**config.mk**
```make
export PLATFORM = sky130hd
export DESIGN_NAME = running_linear_regression
export DESIGN_NICKNAME = d
export VERILOG_FILES = /design/src/rtl/rlr_pkg.sv /design/src/rtl/rlr_mul.sv /design/src/rtl/rlr_div.sv /design/src/rtl/running_linear_regression.sv
export SDC_FILE = /design/constraint.sdc
export NUM_CORES = 2
export LEC_CHECK = 0
export ABC_AREA = 0
export BUFFER_PORTS_ARGS = -buffer_cell sky130_fd_sc_hd__buf_4
export CAP_MARGIN = 30
export CORE_MARGIN = 2
export CORE_UTILIZATION = 50
export DETAILED_ROUTE_END_ITERATION = 8
export MAX_ROUTING_LAYER = met4
export PLACE_DENSITY = 0.67
export SYNTH_ARGS = -nofsm -noshare
export SYNTH_HDL_FRONTEND = slang
export SYNTH_SLANG_ARGS = --single-unit
export TNS_END_PERCENT = 1
```
**constraint.sdc**
```tcl
create_clock -name clk -period 24.9 [get_ports clk]
set_clock_uncertainty 0.2 [all_clocks]
set_input_delay 1.245 -clock clk [delete_from_list [all_inputs] [get_ports clk]]
set_output_delay 1.245 -clock clk [all_outputs]
set_load 0.05 [all_outputs]
```
**src/rtl/rlr_pkg.sv**
```systemverilog
`timescale 1ns / 1ps
`default_nettype none
// ---------------------------------------------------------------------------
// rlr_pkg: shared types and constants for the running linear regression
// Holds the word formats, the sequencer states and the requests that the
// sequencer sends to the serial multiplier and the serial divider.
// ---------------------------------------------------------------------------
package rlr_pkg;

  // Largest number of points that are accumulated.
  localparam logic [15:0] MAX_POINTS = 16'd65535;

  // Widths of the working values.
  localparam int MulAW  = 48;  // multiplicand
  localparam int MulBW  = 32;  // multiplier, walked one bit per cycle
  localparam int ProdW  = 66;  // signed product and difference width
  localparam int DivDW  = 64;  // divisor and dividend magnitude
  localparam int QuotW  = 32;  // quotient bits developed one per cycle

  typedef struct packed {
    logic signed [15:0] x_value;
    logic signed [15:0] y_value;
  } in_t;

  typedef struct packed {
    logic signed [31:0] slope;
    logic signed [31:0] intercept;
    logic [15:0]        point_count;
    logic               degenerate;
    logic               full_res;
  } out_t;

  typedef struct packed {
    logic                    start;
    logic signed [MulAW-1:0] a;
    logic signed [MulBW-1:0] b;
    logic                    half;   // only the low 16 bits of b matter
  } mul_req_t;

  typedef struct packed {
    logic                    start;
    logic signed [ProdW-1:0] numer;
    logic [DivDW-1:0]        denom;
    logic                    frac16; // quotient carries 16 fraction bits
  } div_req_t;

  typedef enum logic [3:0] {
    ST_IDLE,
    ST_MXX,
    ST_MXY,
    ST_MNXY,
    ST_MSXY,
    ST_MNXX,
    ST_MSXX,
    ST_DIVS,
    ST_MSSX,
    ST_DIVI,
    ST_DONE
  } state_t;

endpackage
`default_nettype wire

```
**src/rtl/rlr_mul.sv**
```systemverilog
`timescale 1ns / 1ps
`default_nettype none
// ---------------------------------------------------------------------------
// rlr_mul: bit-serial signed multiplier
// Sign-magnitude shift-and-add, multiplier bits taken MSB first, one per
// cycle: 16 bits for a short multiplier, all 32 for a full one.
// ---------------------------------------------------------------------------
module rlr_mul (
  input  wire logic                           clk,
  input  wire logic                           rst_n,
  input  wire rlr_pkg::mul_req_t              req,
  output logic signed [rlr_pkg::ProdW-1:0]    prod,
  output logic                                done
);

  logic [rlr_pkg::MulAW-1:0] amag;
  logic [rlr_pkg::MulBW-1:0] bmag;
  logic [rlr_pkg::ProdW-1:0] acc_r;
  logic [rlr_pkg::MulAW-1:0] am_r;
  logic [rlr_pkg::MulBW-1:0] bm_r;
  logic [5:0]                cnt_r;
  logic                      neg_r;
  logic                      busy_r;
  logic                      done_r;

  // Operand magnitudes.
  always_comb begin
    amag = req.a[rlr_pkg::MulAW-1] ? (~req.a + 1'b1) : req.a;
    bmag = req.b[rlr_pkg::MulBW-1] ? (~req.b + 1'b1) : req.b;
  end

  // Control.
  always_ff @(posedge clk) begin
    if (!rst_n) begin
      busy_r <= 1'b0;
      done_r <= 1'b0;
      cnt_r  <= '0;
    end else begin
      done_r <= 1'b0;
      if (req.start) begin
        busy_r <= 1'b1;
        cnt_r  <= req.half ? 6'd16 : 6'd32;
      end else if (busy_r) begin
        cnt_r <= cnt_r - 6'd1;
        if (cnt_r == 6'd1) begin
          busy_r <= 1'b0;
          done_r <= 1'b1;
        end
      end
    end
  end

  // Datapath: one multiplier bit per cycle.
  always_ff @(posedge clk) begin
    if (req.start) begin
      acc_r <= '0;
      am_r  <= amag;
      bm_r  <= req.half ? {bmag[15:0], 16'd0} : bmag;
      neg_r <= req.a[rlr_pkg::MulAW-1] ^ req.b[rlr_pkg::MulBW-1];
    end else if (busy_r) begin
      acc_r <= {acc_r[rlr_pkg::ProdW-2:0], 1'b0}
             + (bm_r[rlr_pkg::MulBW-1] ? {18'd0, am_r} : '0);
      bm_r  <= {bm_r[rlr_pkg::MulBW-2:0], 1'b0};
    end
  end

  assign prod = neg_r ? $signed(~acc_r + 1'b1) : $signed(acc_r);
  assign done = done_r;

endmodule
`default_nettype wire

```
**src/rtl/rlr_div.sv**
```systemverilog
`timescale 1ns / 1ps
`default_nettype none
// ---------------------------------------------------------------------------
// rlr_div: bit-serial saturating divider
// Restoring division, one quotient bit per cycle for a 32-bit quotient. Truncates
// toward zero and saturates the signed 32-bit code; overflow is seen up front.
// ---------------------------------------------------------------------------
module rlr_div (
  input  wire logic                    clk,
  input  wire logic                    rst_n,
  input  wire rlr_pkg::div_req_t       req,
  output logic signed [31:0]           quot,
  output logic                         done
);

  logic [rlr_pkg::DivDW-1:0]  mag;
  logic [79:0]                dvd;
  logic                       sat;
  logic [rlr_pkg::DivDW:0]    trial;
  logic                       fits;
  logic [rlr_pkg::QuotW-1:0]  limit;
  logic [rlr_pkg::QuotW-1:0]  qclip;
  logic [rlr_pkg::DivDW-1:0]  rem_r;
  logic [31:0]                lo_r;
  logic [rlr_pkg::DivDW-1:0]  den_r;
  logic [rlr_pkg::QuotW-1:0]  q_r;
  logic                       neg_r;
  logic                       sat_r;
  logic [5:0]                 cnt_r;
  logic                       busy_r;
  logic                       done_r;

  // Dividend alignment and the overflow test.
  always_comb begin
    mag   = req.numer[rlr_pkg::ProdW-1] ? 64'(~req.numer + 1'b1) : 64'(req.numer);
    dvd   = req.frac16 ? {mag, 16'd0} : {16'd0, mag};
    sat   = {16'd0, dvd[79:32]} >= req.denom;
    trial = {rem_r, lo_r[31]};
    fits  = trial >= {1'b0, den_r};
  end

  // Control.
  always_ff @(posedge clk) begin
    if (!rst_n) begin
      busy_r <= 1'b0;
      done_r <= 1'b0;
      cnt_r  <= '0;
    end else begin
      done_r <= 1'b0;
      if (req.start) begin
        busy_r <= 1'b1;
        cnt_r  <= sat ? 6'd1 : 6'd32;
      end else if (busy_r) begin
        cnt_r <= cnt_r - 6'd1;
        if (cnt_r == 6'd1) begin
          busy_r <= 1'b0;
          done_r <= 1'b1;
        end
      end
    end
  end

  // Datapath: one quotient bit per cycle.
  always_ff @(posedge clk) begin
    if (req.start) begin
      rem_r <= {16'd0, dvd[79:32]};
      lo_r  <= dvd[31:0];
      den_r <= req.denom;
      q_r   <= '0;
      neg_r <= req.numer[rlr_pkg::ProdW-1];
      sat_r <= sat;
    end else if (busy_r && !sat_r) begin
      rem_r <= fits ? 64'(trial - {1'b0, den_r}) : trial[63:0];
      lo_r  <= {lo_r[30:0], 1'b0};
      q_r   <= {q_r[30:0], fits};
    end
  end

  // Clamp, then apply the sign.
  always_comb begin
    limit = neg_r ? 32'h8000_0000 : 32'h7FFF_FFFF;
    qclip = (sat_r || (q_r > limit)) ? limit : q_r;
  end

  assign quot = neg_r ? $signed(~qclip + 1'b1) : $signed(qclip);
  assign done = done_r;

endmodule
`default_nettype wire

```
**src/rtl/running_linear_regression.sv**
```systemverilog
`timescale 1ns / 1ps
`default_nettype none
// Each accepted word runs through four short multiplies, three full multiplies, two
// divisions and one output step before its result word. A degenerate fit, a saturated
// slope or a dropped point finishes sooner.
// The single shared bit-serial multiplier and divider take one word at a time; the input
// stalls until the sequencer is back in idle. The output register lets the next
// word enter while a result still waits. Synchronous active-low reset clears
// all running sums, the point count and the handshake state.
// ---------------------------------------------------------------------------
// running_linear_regression: online least-squares line fit
// Keeps running sums of x, y, x*x and x*y, then works out the slope in Q16.16
// and the intercept in Q24.8 with a serial multiplier and a serial divider.
// ---------------------------------------------------------------------------
module running_linear_regression (
  input  wire logic          clk,
  input  wire logic          rst_n,
  input  wire logic          in_valid,
  output logic               in_stall,
  input  wire rlr_pkg::in_t  in_word,
  output logic               out_valid,
  input  wire logic          out_stall,
  output rlr_pkg::out_t      out_word
);

  rlr_pkg::state_t state_r, state_nxt;
  logic            launched_r, launched_nxt;

  logic signed [15:0] x_r;
  logic signed [15:0] y_r;
  logic signed [31:0] sx_r;
  logic signed [31:0] sy_r;
  logic [45:0]        sxx_r;
  logic signed [46:0] sxy_r;
  logic [15:0]        cnt_r;
  logic signed [rlr_pkg::ProdW-1:0] t1_r;
  logic signed [rlr_pkg::ProdW-1:0] numer_r;
  logic signed [rlr_pkg::ProdW-1:0] den_r;
  logic signed [31:0] slope_r;
  logic               degen_r;
  logic               full_r;
  rlr_pkg::out_t      res_r;
  rlr_pkg::out_t      out_r;
  logic               out_valid_r;

  rlr_pkg::mul_req_t  mreq;
  rlr_pkg::div_req_t  dreq;
  logic signed [rlr_pkg::ProdW-1:0] prod;
  logic               mul_done;
  logic signed [31:0] quot;
  logic               div_done;
  logic               in_acc;
  logic               den_pos;
  logic               out_free;

  rlr_mul u_mul (.clk(clk), .rst_n(rst_n), .req(mreq), .prod(prod), .done(mul_done));
  rlr_div u_div (.clk(clk), .rst_n(rst_n), .req(dreq), .quot(quot), .done(div_done));

  assign in_stall = (state_r != rlr_pkg::ST_IDLE);
  assign in_acc   = in_valid && !in_stall;
  assign den_pos  = !den_r[rlr_pkg::ProdW-1] && (den_r != '0);
  assign out_free = !out_valid_r || !out_stall;

  // Sequencer: next state and unit requests.
  always_comb begin
    state_nxt    = state_r;
    launched_nxt = launched_r;
    mreq         = '0;
    dreq         = '0;
    case (state_r)
      rlr_pkg::ST_IDLE: begin
        if (in_acc) begin
          state_nxt = (cnt_r >= rlr_pkg::MAX_POINTS) ? rlr_pkg::ST_MNXY : rlr_pkg::ST_MXX;
        end
      end
      rlr_pkg::ST_MXX, rlr_pkg::ST_MXY, rlr_pkg::ST_MNXY, rlr_pkg::ST_MSXY,
      rlr_pkg::ST_MNXX, rlr_pkg::ST_MSXX, rlr_pkg::ST_MSSX: begin
        mreq.start = !launched_r;
        case (state_r)
          rlr_pkg::ST_MXX: begin
            mreq.a = 48'(x_r); mreq.b = 32'(x_r); mreq.half = 1'b1;
          end
          rlr_pkg::ST_MXY: begin
            mreq.a = 48'(x_r); mreq.b = 32'(y_r); mreq.half = 1'b1;
          end
          rlr_pkg::ST_MNXY: begin
            mreq.a = 48'(sxy_r); mreq.b = $signed({16'd0, cnt_r}); mreq.half = 1'b1;
          end
          rlr_pkg::ST_MSXY: begin
            mreq.a = 48'(sx_r); mreq.b = sy_r;
          end
          rlr_pkg::ST_MNXX: begin
            mreq.a = $signed({2'b00, sxx_r}); mreq.b = $signed({16'd0, cnt_r});
            mreq.half = 1'b1;
          end
          rlr_pkg::ST_MSXX: begin
            mreq.a = 48'(sx_r); mreq.b = sx_r;
          end
          default: begin
            mreq.a = 48'(sx_r); mreq.b = slope_r;
          end
        endcase
        if (!launched_r) begin
          launched_nxt = 1'b1;
        end else if (mul_done) begin
          launched_nxt = 1'b0;
          case (state_r)
            rlr_pkg::ST_MXX:  state_nxt = rlr_pkg::ST_MXY;
            rlr_pkg::ST_MXY:  state_nxt = rlr_pkg::ST_MNXY;
            rlr_pkg::ST_MNXY: state_nxt = rlr_pkg::ST_MSXY;
            rlr_pkg::ST_MSXY: state_nxt = rlr_pkg::ST_MNXX;
            rlr_pkg::ST_MNXX: state_nxt = rlr_pkg::ST_MSXX;
            rlr_pkg::ST_MSXX: state_nxt = rlr_pkg::ST_DIVS;
            default:          state_nxt = rlr_pkg::ST_DIVI;
          endcase
        end
      end
      rlr_pkg::ST_DIVS: begin
        if (!den_pos) begin
          state_nxt = rlr_pkg::ST_MSSX;
        end else begin
          dreq.start  = !launched_r;
          dreq.numer  = numer_r;
          dreq.denom  = den_r[63:0];
          dreq.frac16 = 1'b1;
          if (!launched_r) begin
            launched_nxt = 1'b1;
          end else if (div_done) begin
            launched_nxt = 1'b0;
            state_nxt    = rlr_pkg::ST_MSSX;
          end
        end
      end
      rlr_pkg::ST_DIVI: begin
        dreq.start = !launched_r;
        dreq.numer = t1_r;
        dreq.denom = {40'd0, cnt_r, 8'd0};
        if (!launched_r) begin
          launched_nxt = 1'b1;
        end else if (div_done) begin
          launched_nxt = 1'b0;
          state_nxt    = rlr_pkg::ST_DONE;
        end
      end
      rlr_pkg::ST_DONE: begin
        if (out_free) begin
          state_nxt = rlr_pkg::ST_IDLE;
        end
      end
      default: begin
        state_nxt = rlr_pkg::ST_IDLE;
      end
    endcase
  end

  // Control registers.
  always_ff @(posedge clk) begin
    if (!rst_n) begin
      state_r     <= rlr_pkg::ST_IDLE;
      launched_r  <= 1'b0;
      sx_r        <= '0;
      sy_r        <= '0;
      sxx_r       <= '0;
      sxy_r       <= '0;
      cnt_r       <= '0;
      out_valid_r <= 1'b0;
    end else begin
      state_r    <= state_nxt;
      launched_r <= launched_nxt;
      // Running sums are updated once the products are known.
      if (state_r == rlr_pkg::ST_MXX && launched_r && mul_done) begin
        sxx_r <= sxx_r + prod[45:0];
      end
      if (state_r == rlr_pkg::ST_MXY && launched_r && mul_done) begin
        sxy_r <= sxy_r + prod[46:0];
        sx_r  <= sx_r + 32'(x_r);
        sy_r  <= sy_r + 32'(y_r);
        cnt_r <= cnt_r + 16'd1;
      end
      // Output register.
      if (state_r == rlr_pkg::ST_DONE && out_free) begin
        out_valid_r <= 1'b1;
      end else if (!out_stall) begin
        out_valid_r <= 1'b0;
      end
    end
  end

  // Working values.
  always_ff @(posedge clk) begin
    if (in_acc) begin
      x_r     <= in_word.x_value;
      y_r     <= in_word.y_value;
      full_r  <= (cnt_r >= rlr_pkg::MAX_POINTS);
      slope_r <= '0;
      degen_r <= 1'b0;
    end
    if (launched_r && mul_done) begin
      case (state_r)
        rlr_pkg::ST_MNXY, rlr_pkg::ST_MNXX: t1_r <= prod;
        rlr_pkg::ST_MSXY: numer_r <= t1_r - prod;
        rlr_pkg::ST_MSXX: den_r <= t1_r - prod;
        rlr_pkg::ST_MSSX: t1_r <= $signed({{18{sy_r[31]}}, sy_r, 16'd0}) - prod;
        default: ;
      endcase
    end
    if (state_r == rlr_pkg::ST_DIVS && !den_pos) begin
      degen_r <= 1'b1;
    end
    if (state_r == rlr_pkg::ST_DIVS && launched_r && div_done) begin
      slope_r <= quot;
    end
    if (state_r == rlr_pkg::ST_DIVI && launched_r && div_done) begin
      res_r.slope       <= slope_r;
      res_r.intercept   <= quot;
      res_r.point_count <= cnt_r;
      res_r.degenerate  <= degen_r;
      res_r.full_res    <= full_r;
    end
    if (state_r == rlr_pkg::ST_DONE && out_free) begin
      out_r <= res_r;
    end
  end

  assign out_valid = out_valid_r;
  assign out_word  = out_r;

endmodule
`default_nettype wire

```
==> metrics.txt <==
CTS Hold Buffers Added 0; total gr overflow 0; Max Buffers Root-to-Sink 3; switching pwr 3670 uW; Synth Instances 7,474; post-cts resize count 0; later-pin clock latency in the skew report about 770 ps; Post-synth ARST share 0%; DIE HEIGHT approximately 370 um; most used cell, CP a21o_1; final setup vio count 0; Setup TNS 0 ps; first-pass GRT wire length about 320,000 um; sequential share of power 27.8%; Port-buffer cells 119; Root Buffer clkbuf_16; flops & latches, synth just under 1,000; IO Count 120; Tcrit/Tclk final 32.4%; Slew @ Worst Pin 1070 ps; leakage power 0.0295 uW; CP peak stage delay 870 ps; DR vias 57,900; Hold EP out_word[5]; Final Max Tran Viols 0; Yosys warning total 0; Vias per Instance 6.24; distinct cell type count after synthesis 104; Worst setup EP type flop; slowest cell on the critical path nor4b_1; gp weighted congestion about 1.0; fmax ~120 MHz; cts bufs inserted 107; Main synth FF type edfxtp_1; path type of the worst min-delay path reg -> reg; setup bufs post-CTS 0; Logic pwr share 51.4%; number of global-route vias before repair 53,500; RR Startpoint den_r[0]; nets roughly 7,900; clock power share 20.8%; Worst Reg-to-Reg Cells 28; drt total wl 214,000 um; max-cap viol count 0; number of H-tree levels 3; unrepaired setup endpoints after global routing no; largest net degree at the start of global routing 137; Post-DP HPWL 163,000 um; PD cells approximately 110 nW/um2; Avg WL per Cell 23.1 um; Die Span X 369 um; CP Class reg -> reg; Reg-to-Reg End u_div.cnt_r[0]; drt first pass iters 7; CP Launch Type flop; Clk pin slew, worst setup/hold paths approximately 70 ps; number of buffers and inverters on the critical path 0; WHS 208 ps; GRT Total Usage 31.6%; total power 8350 uW; syn nets 7,985; Avg Inst Size Synth 8.90 um2; initial antenna violation count 7; post-route ant nets 0; Area Overhead vs Synth 9.68%; WHS Path Cells 0; Post-route DRC 0; final hold vios 0; Die Footprint 136,000 um2; Tmin final 8080 ps; hold wc startpoint res_r[5]; Post-Syn Area approximately 67,000 um2; register area share after synthesis 38.8%; peak fanout along the critical path 11; CP arrival approximately 8500 ps; post-layout util 55.4%; peak supply drop 74.4 uV; internal reg-to-reg setup slack 16,820 ps; Worst EP required 25,310 ps; Initial DRC Count around 6,800; Clock Sinks 963; Layout Cells excl Fill 9,279; share of post-route cells with drive strength above 1 6.56%; TritonCTS clock tree yes; Rows 133; Initial Util 50.5%; FILL cells roughly 12,000; Post-synth EDFFs 653; status complete, no violations; Switching Share 44.0%; Inst Count DP 9,069; core area 132,000 um2; Largest delay share family, worst path compound AO/OA/AOI/OAI gates; headroom to the max-slew limit approximately 29%; Internal 4670 uW
logic make-up (layout without fill, tap and decap cells):
logic type | count (synthesis) | in the layout | synth area share (%)
compound gates | 2383 | 2383 | 22.8
xor+xnor | 588 | 588 | 7.78
fa+ha+maj | 475 | 475 | 9.01
buf+inv | 663 | 707 | 3.79
flops | 963 | 963 | 38.8
mux | 73 | 73 | 1.10
other cells | 1 | 7 | 0.00564
simple gates | 2328 | 2328 | 16.6
power groups by stage:
stage               clock network (uW)  registers, uW  logic (uW)
floorplan                            0           2250        3090
CTS                               1760           2310        4210
global placement                     0           2340        4130
detailed placement                   0           2340        4190
global route                      1810           2340        4700
finish                            1730           2320        4290
metal layers:
metal	part of all wire (%)	vias up	track usage, %
met5	0	-	-
met4	3.7	0	10.7
met3	8.8	372	4.92
met2	43	2410	46.4
met1	44	27700	44.3
li1	-	27500	-
worst reg2reg max path, delay by kind of cell, from the launching register on:
kind                       cells  cell delay [ps]
DFF                            1              380
and+or+nand+nor                7             3110
xor gates and xnor gates       1              240
AOI/OAI and AO/OA             18             3620
adders and majority gates      2              410
Yosys cell counts, types with 56 or more instances:
| master | n | share of area, % |
|---|---|---|
| inv_1 | 290 | 1.6 |
| nand2b_1 | 77 | 0.72 |
| nand2_1 | 815 | 4.6 |
| o21a_1 | 58 | 0.65 |
| xnor2_1 | 340 | 4.5 |
| edfxtp_1 | 653 | 29 |
| nor2b_1 | 72 | 0.68 |
| nor3_1 | 130 | 0.98 |
| o31ai_1 | 56 | 0.63 |
| o21ai_0 | 449 | 3.4 |
| ha_1 | 468 | 8.8 |
| clkbuf_1 | 316 | 1.8 |
| xor2_1 | 245 | 3.2 |
| a31oi_1 | 93 | 0.87 |
| and3_1 | 61 | 0.57 |
| o21bai_1 | 63 | 0.71 |
| or3_1 | 79 | 0.74 |
| nand4_1 | 89 | 0.84 |
| and2_1 | 134 | 1.3 |
| a211oi_1 | 80 | 0.90 |
| a22oi_1 | 128 | 1.4 |
| mux2i_1 | 70 | 1.1 |
| dfxtp_1 | 310 | 9.3 |
| nor2_1 | 551 | 3.1 |
| a21oi_1 | 779 | 5.9 |
| a21o_1 | 257 | 2.9 |
| nand3_1 | 134 | 1.0 |
sequential cells by signal, indices dropped and copies added (netlist names), 64 cells and up:
| signal | cells |
|---|---|
| out_word | 82 |
| res_r | 82 |
| u_div.den_r | 64 |
| t1_r | 66 |
| numer_r | 65 |
| u_div.rem_r | 64 |
| den_r | 66 |
| u_mul.acc_r | 66 |
through the flow:
stage	worst slack, ps	cell area [um2]
after global placement	17000	69000
after global routing	16470	72900
after floorplan	16400	66500
final	16820	73000
after CTS	16890	72900
after detailed placement	16900	69100
area by class of cell:
class / count / area (um2) / share of cell area (%)
inverters: 295 / 1120 / 1.53
diodes: 6 / 15.0 / 0.0206
flip-flops and latches: 963 / 25800 / 35.4
repair buffers: 208 / 1620 / 2.21
clock buffers: 136 / 2880 / 3.94
multi-input cells: 5848 / 38300 / 52.5
well taps: 1755 / 2200 / 3.01
clock inverters: 68 / 993 / 1.36
how the worst max path moves through the flow:
stage | from | endpoint | cells past startpoint
floorplan | state_r[3] | numer_r[0] | 7
detailed placement | den_r[0] | u_div.cnt_r[0] | 28
global route | den_r[60] | u_div.cnt_r[0] | 28
finish | den_r[0] | u_div.cnt_r[0] | 28
CTS | den_r[0] | u_div.cnt_r[0] | 28
global placement | den_r[59] | u_div.cnt_r[0] | 28
cells in the final DEF (no fill, tap or decap), drive strengths merged, types with 63 or more instances in the layout:
master / count
clkbuf: 136
a22oi: 129
dfxtp: 310
inv: 294
xor2: 248
nor2b: 72
or3: 81
nand2b: 77
buf: 207
a31oi: 93
nor2: 551
nand3: 134
a211oi: 80
and2: 134
mux2i: 70
nand4: 89
xnor2: 340
a21o: 257
a21oi: 780
edfxtp: 653
nor3: 132
nand2: 816
ha: 468
o21ai: 464
o21bai: 63
Note: power is estimated with default switching activity, not from simulation.
